===== src/hdl/imd_pkg.sv =====
// shared types and constants for the integer matrix determinant block
`default_nettype none
package imd_pkg;

  localparam int unsigned DataW = 32;
  localparam int unsigned SizeW = 4;

  // commands from the controller to the datapath
  typedef struct packed {
    logic mat_we;   // store an incoming element
    logic issue;    // a product term enters the pipeline
    logic neg;      // subtract this term
    logic one;      // minor of the empty column set, read as 1
    logic acc_clr;  // clear the accumulator
    logic dp_we;    // write the finished minor
    logic done;     // present the determinant
  } imd_cmd_t;

endpackage
`default_nettype wire


===== src/hdl/imd_ctrl.sv =====
// controller: load counters, size register and minor sweep sequencer
`default_nettype none
module imd_ctrl import imd_pkg::*; #(
  parameter int unsigned MAX_N = 8,
  parameter int unsigned IDX_W = (MAX_N > 1) ? $clog2(MAX_N) : 1,
  parameter int unsigned AW    = (MAX_N > 1) ? $clog2(MAX_N * MAX_N) : 1
) (
  input  wire logic             clk_i,
  input  wire logic             rst_ni,
  input  wire logic             start_i,
  input  wire logic             cfg_valid_i,
  input  wire logic [SizeW-1:0] cfg_data_i,
  output logic                  cfg_ready_o,
  output logic                  busy_o,
  output imd_cmd_t              cmd_o,
  output logic [AW-1:0]         mat_addr_o,
  output logic [MAX_N-1:0]      dp_raddr_o,
  output logic [MAX_N-1:0]      dp_waddr_o
);

  localparam int unsigned CW = $clog2(MAX_N + 1);

  localparam logic [1:0] ST_IDLE  = 2'd0;
  localparam logic [1:0] ST_SCAN  = 2'd1;
  localparam logic [1:0] ST_DRAIN = 2'd2;

  logic [1:0]       state_q, state_d;
  logic [SizeW-1:0] size_q;
  logic [IDX_W-1:0] row_q, row_d, col_q, col_d, j_q, j_d;
  logic [MAX_N-1:0] set_q, set_d;
  logic             neg_q, neg_d;
  logic [1:0]       drain_q, drain_d;

  logic [SizeW-1:0] n_eff;
  logic [IDX_W-1:0] n_m1;
  logic [MAX_N-1:0] full_set;
  logic [CW-1:0]    pop;
  logic [IDX_W-1:0] scan_row;
  logic [MAX_N-1:0] minor_set;
  logic             member;
  logic             accept;
  logic             cfg_wr;

  always_comb begin
    if (size_q == '0) begin
      n_eff = SizeW'(1);
    end else if (size_q > SizeW'(MAX_N)) begin
      n_eff = SizeW'(MAX_N);
    end else begin
      n_eff = size_q;
    end
    n_m1 = IDX_W'(n_eff - SizeW'(1));
    pop  = '0;
    for (int k = 0; k < MAX_N; k++) begin
      full_set[k] = (k < int'(n_eff));
      pop = pop + CW'(set_q[k]);
    end
    // rows are consumed bottom up as the column set grows
    scan_row  = IDX_W'(n_eff - SizeW'(pop));
    member    = set_q[j_q];
    minor_set = set_q & ~(MAX_N'(1) << j_q);
  end

  assign busy_o      = (state_q != ST_IDLE);
  // an element transfer and a size write never share an edge
  assign cfg_ready_o = !busy_o && !start_i;
  assign accept      = start_i && !busy_o;
  assign cfg_wr      = cfg_valid_i && cfg_ready_o;
  assign dp_raddr_o  = minor_set;
  assign dp_waddr_o  = set_q;

  always_comb begin
    state_d = state_q;
    row_d   = row_q;
    col_d   = col_q;
    j_d     = j_q;
    set_d   = set_q;
    neg_d   = neg_q;
    drain_d = drain_q;
    cmd_o   = '0;
    mat_addr_o = AW'(int'(row_q) * MAX_N + int'(col_q));
    case (state_q)
      ST_IDLE: begin
        if (cfg_wr) begin
          row_d = '0;
          col_d = '0;
        end else if (accept) begin
          cmd_o.mat_we = 1'b1;
          if (col_q == n_m1) begin
            col_d = '0;
            if (row_q == n_m1) begin
              row_d         = '0;
              cmd_o.acc_clr = 1'b1;
              set_d         = MAX_N'(1);
              j_d           = '0;
              neg_d         = 1'b0;
              state_d       = ST_SCAN;
            end else begin
              row_d = row_q + IDX_W'(1);
            end
          end else begin
            col_d = col_q + IDX_W'(1);
          end
        end
      end
      ST_SCAN: begin
        mat_addr_o = AW'(int'(scan_row) * MAX_N + int'(j_q));
        cmd_o.issue = member;
        cmd_o.neg   = neg_q;
        cmd_o.one   = (minor_set == '0);
        if (member) begin
          neg_d = !neg_q;
        end
        if (j_q == n_m1) begin
          drain_d = '0;
          state_d = ST_DRAIN;
        end else begin
          j_d = j_q + IDX_W'(1);
        end
      end
      ST_DRAIN: begin
        drain_d = drain_q + 2'd1;
        if (drain_q == 2'd2) begin
          cmd_o.dp_we   = 1'b1;
          cmd_o.acc_clr = 1'b1;
          if (set_q == full_set) begin
            cmd_o.done = 1'b1;
            state_d    = ST_IDLE;
          end else begin
            set_d   = set_q + MAX_N'(1);
            j_d     = '0;
            neg_d   = 1'b0;
            state_d = ST_SCAN;
          end
        end
      end
      default: begin
        state_d = ST_IDLE;
      end
    endcase
  end

  always_ff @(posedge clk_i or negedge rst_ni) begin
    if (!rst_ni) begin
      state_q <= ST_IDLE;
      size_q  <= SizeW'(1);
      row_q   <= '0;
      col_q   <= '0;
      j_q     <= '0;
      set_q   <= '0;
      neg_q   <= 1'b0;
      drain_q <= '0;
    end else begin
      state_q <= state_d;
      row_q   <= row_d;
      col_q   <= col_d;
      j_q     <= j_d;
      set_q   <= set_d;
      neg_q   <= neg_d;
      drain_q <= drain_d;
      if (cfg_wr) begin
        size_q <= cfg_data_i;
      end
    end
  end

endmodule
`default_nettype wire


===== config.mk =====
export PLATFORM = sky130hd
export DESIGN_NAME = imd_ctrl
export DESIGN_NICKNAME = d
export VERILOG_FILES = /design/src/hdl/imd_pkg.sv /design/src/hdl/imd_ctrl.sv
export SDC_FILE = /design/constraint.sdc
export NUM_CORES = 1
export LEC_CHECK = 0
export ABC_CLOCK_PERIOD_IN_PS = 5750
export BUFFER_PORTS_ARGS = -buffer_cell sky130_fd_sc_hd__buf_4
export CORE_MARGIN = 3
export CORE_UTILIZATION = 40
export CTS_CLUSTER_DIAMETER = 150
export DETAILED_ROUTE_END_ITERATION = 6
export GPL_TIMING_DRIVEN = 1
export PLACE_DENSITY = 0.64
export SLEW_MARGIN = 20
export SYNTH_ARGS = -nofsm -noshare
export SYNTH_HDL_FRONTEND = slang
export SYNTH_SLANG_ARGS = --single-unit

===== constraint.sdc =====
create_clock -name clk_i -period 5.75 [get_ports clk_i]
set_clock_uncertainty 0.1 [all_clocks]
set_input_delay 1.15 -clock clk_i [delete_from_list [all_inputs] [get_ports clk_i]]
set_output_delay 1.15 -clock clk_i [all_outputs]
set_load 0.01 [all_outputs]

==> impl_metrics.csv <==
group,metric,value,unit
clock_network,clockRootBuffer,"sky130_fd_sc_hd__clkbuf_8",
worst_hold_path,min-delay-path-class,"reg -> reg",
worst_setup_path,worst_path_buffer_plus_inverter_count,2,
synthesis,syn_area_per_cell,8.922,um^2
place,sum_of_net_half_perimeters_after_detailed_placement,4.651,mm
die,die_width,83.18,um
route,drtPass1Iterations,4,
final_layout,finish.net_count,332,
synthesis,synthesis.nets,299,
route,ant_nets,0,
die,chipHeight,83.18,um
sta,fin_tns_setup,0,ps
grt,grt.overflow.total,0,
synthesis,ys_top_cells_by_area,"sky130_fd_sc_hd__dfrtp_1 26%, sky130_fd_sc_hd__fa_1 8.4%, sky130_fd_sc_hd__ha_1 7.4%, sky130_fd_sc_hd__nand2_1 5.2%, sky130_fd_sc_hd__mux2i_1 3.8%",
die,fp-row-count,27,
power_and_ir_drop,finalPower,2.052,mW
synthesis,post_synthesis_async_set_or_reset_flop_share,100.0,%
worst_setup_path,path_common_cell,"sky130_fd_sc_hd__fa_1",
final_layout,regArea,651.9,um^2
synthesis,yosysSeqAreaShare,27.36,%
die,initial_utilization,42.23,%
final_layout,layout.core_utilization,49.66,%
power_and_ir_drop,ir_worst_vdd,0.3938,mV
sta,timing.final.hold_violations,0,
synthesis,ys_ff_latch,26,
die,area_of_the_die,6918,um^2
clock_network,cts_buf_count,3,
route,routed_wire_length_per_instance,16.26,um
worst_setup_path,critical_path_required,4500,ps
final_layout,multi_input_comb_area,1572,um^2
final_layout,final_layout_size_suffix_gt1_share,20.74,%
worst_setup_path,cp_slowest_stage_delay,570,ps
clock_network,tritoncts,"done",
grt,grt_pass1_wl,10.20,mm
worst_setup_path,setup.reg_to_reg.worst_slack,2030,ps
grt,antenna_violations_before_repair,0,
grt,grt_pass1_vias,2020,
route,vias,2014,
worst_setup_path,worstPathArrival,4190,ps
synthesis,netlist_area,2382,um^2
route,route.detailed.vias_per_inst,5.429,
clock_network,cts_hold_buf,0,
final_layout,n_fill_cell,550,
route,drt_drc_violations_left,0,
sta,setup-violations-final,0,
sta,tightest_slew,533.1,ps
clock_network,post-cts-setup-buffers,0,
worst_setup_path,timing.setup.critical_path_class,"reg -> out",
clock_network,cts-htree-levels,1,
die,floorplan.core_area,5642,um^2
synthesis,ys_warn_count,0,
clock_network,cts_buffer_depth,2,
power_and_ir_drop,power_leakage,1.331,nW
die,io-pin-count,39,
sta,timing_max_transition_violations_final,0,
synthesis,synth.lib_cells_used.distinct,53,
worst_setup_path,critical_path_peak_fanout,12,
sta,layout_worst_path_cycle_share,94.59,%
worst_setup_path,critPathSlowestCell,"sky130_fd_sc_hd__fa_1",
final_layout,areaGrowthSynthToFinish,17.59,%
place,placed_cell_area,2730,um^2
power_and_ir_drop,power_density,732.6,nW/um^2
route,dr.first_iter.drc_count,132,
clock_network,clkTransAtPathRegs,100,ps
worst_setup_path,cpLargestDelayFamily,"adder cells",
place,numPortBuffers,38,
synthesis,post_synth_edffs,0,
place,dp_worst_setup_slack,600.1,ps
grt,grt_max_degree,27,
sta,slew-limit-headroom,64.46,%
worst_setup_path,worst_setup_path_start_kind,"flop",
synthesis,synth_largest_type_area_fraction,26.26,%
final_layout,layout.cells.non_filler,371,
sta,timing.final.ws_setup,311.0,ps
sta,grt_setup_unrepaired,"no",
place,cell_count_post_placement,367,
sta,whs,421.2,ps
place,place.gp.congestion,0.8669,
final_layout,final_common_cell,"sky130_fd_sc_hd__buf_4",
worst_setup_path,end_kind,"primary output",
grt,grt_usage,17.85,%
clock_network,insertion_delay,280,ps
status,status,"completed",
route,detail_route.wirelength,6.033,mm
synthesis,synth_area_leader_cell,"sky130_fd_sc_hd__dfrtp_1",
synthesis,postSynthCellCount,267,
sta,max_freq,183.9,MHz
sta,timing.final.crit_period,5439,ps
final_layout,insertedDiodeCount,0,
run,max_cap_viol_count,0,
synthesis,synth_top_flop_cell,"sky130_fd_sc_hd__dfrtp_1",
final_layout,most_frequent_cells_in_the_layout,"44 x sky130_fd_sc_hd__buf_4, 33 x sky130_fd_sc_hd__nand2_1, 25 x sky130_fd_sc_hd__dfrtp_1",
final_layout,finish.instance_area,2801,um^2
clock_network,cts-resized-gates,0,
clock_network,clock_sinks,26,
worst_setup_path,timing.critical_path.cells,"inv_1 > fa_1 > fa_1 > fa_1 > fa_1 > fa_1 > fa_1 > xnor2_1 > o21ai_0 > buf_4",
flip-flops by register name, indices dropped and copies added (netlist names):
register / flops
dp_waddr_o: 8
size_q: 4
col_q: 3
j_q: 3
row_q: 3
drain_q: 2
state_q: 2
neg_q: 1
final timing paths:
path	startpoint	depth (start not counted)	to
max in group asynchronous	rst_ni	1	size_q[0]
hold / removal	drain_q[0]	1	drain_q[0]
hold reg to reg	drain_q[0]	1	drain_q[0]
setup reg to reg	size_q[1]	10	j_q[2]
min in group asynchronous	rst_ni	1	dp_waddr_o[5]
setup / recovery	dp_waddr_o[4]	10	mat_addr_o[5]
power by group:
part	internal [mW]	switching, mW
Sequential	0.260	0.115
Clock	0.0934	0.0663
Combinational	0.719	0.799
synthesized netlist by cell type, types with 3 or more instances:
cell type                  number
sky130_fd_sc_hd__nor4b_1        3
sky130_fd_sc_hd__xnor2_1       10
sky130_fd_sc_hd__nand4_1        3
sky130_fd_sc_hd__fa_1          10
sky130_fd_sc_hd__inv_1         23
sky130_fd_sc_hd__ha_1          14
sky130_fd_sc_hd__and2_1         6
sky130_fd_sc_hd__nand2b_1       4
sky130_fd_sc_hd__clkbuf_1      10
sky130_fd_sc_hd__xor2_1         3
sky130_fd_sc_hd__dfrtp_1       25
sky130_fd_sc_hd__buf_2          4
sky130_fd_sc_hd__nor2b_1        5
sky130_fd_sc_hd__mux2_2         5
sky130_fd_sc_hd__o21ai_0       14
sky130_fd_sc_hd__nand2_1       33
sky130_fd_sc_hd__a21oi_1       13
sky130_fd_sc_hd__nor3_1         7
sky130_fd_sc_hd__nor2_1        13
sky130_fd_sc_hd__nand3_1        9
sky130_fd_sc_hd__mux2i_1        9
sky130_fd_sc_hd__o31a_1         3
area by class of cell:
| cell class | instances | share of cell area (%) |
|---|---|---|
| Clock buffer | 3 | 1.474 |
| Clock inverter | 1 | 1.072 |
| Inverter | 23 | 3.082 |
| Multi-Input combinational cell | 202 | 56.10 |
| Sequential cell | 26 | 23.27 |
| Tap cell | 72 | 3.216 |
| Timing Repair Buffer | 44 | 11.79 |
per-layer routing:
metal / GRT usage (%) / vias up / wire length, um / part of all wire [%]
met1: 23.93 / 964 / 2783 / 46
met3: 3.373 / 3 / 289 / 4.8
li1: - / 992 / - / -
met2: 30.76 / 55 / 2952 / 49
met4: 2.229 / 0 / 8 / 0.13
met5: 0 / - / 0 / 0
kinds of logic (layout without fill, tap and decap cells):
logic type,count (synthesis),in the layout,synth area share [%]
flops,26,26,27.36
compound gates,55,55,15.97
simple gates,91,91,19.07
fa+ha+maj,24,24,15.76
mux,17,17,8.508
buf+inv,39,71,6.670
xor+xnor,15,15,6.670
Power figures use the tool's default switching activity.
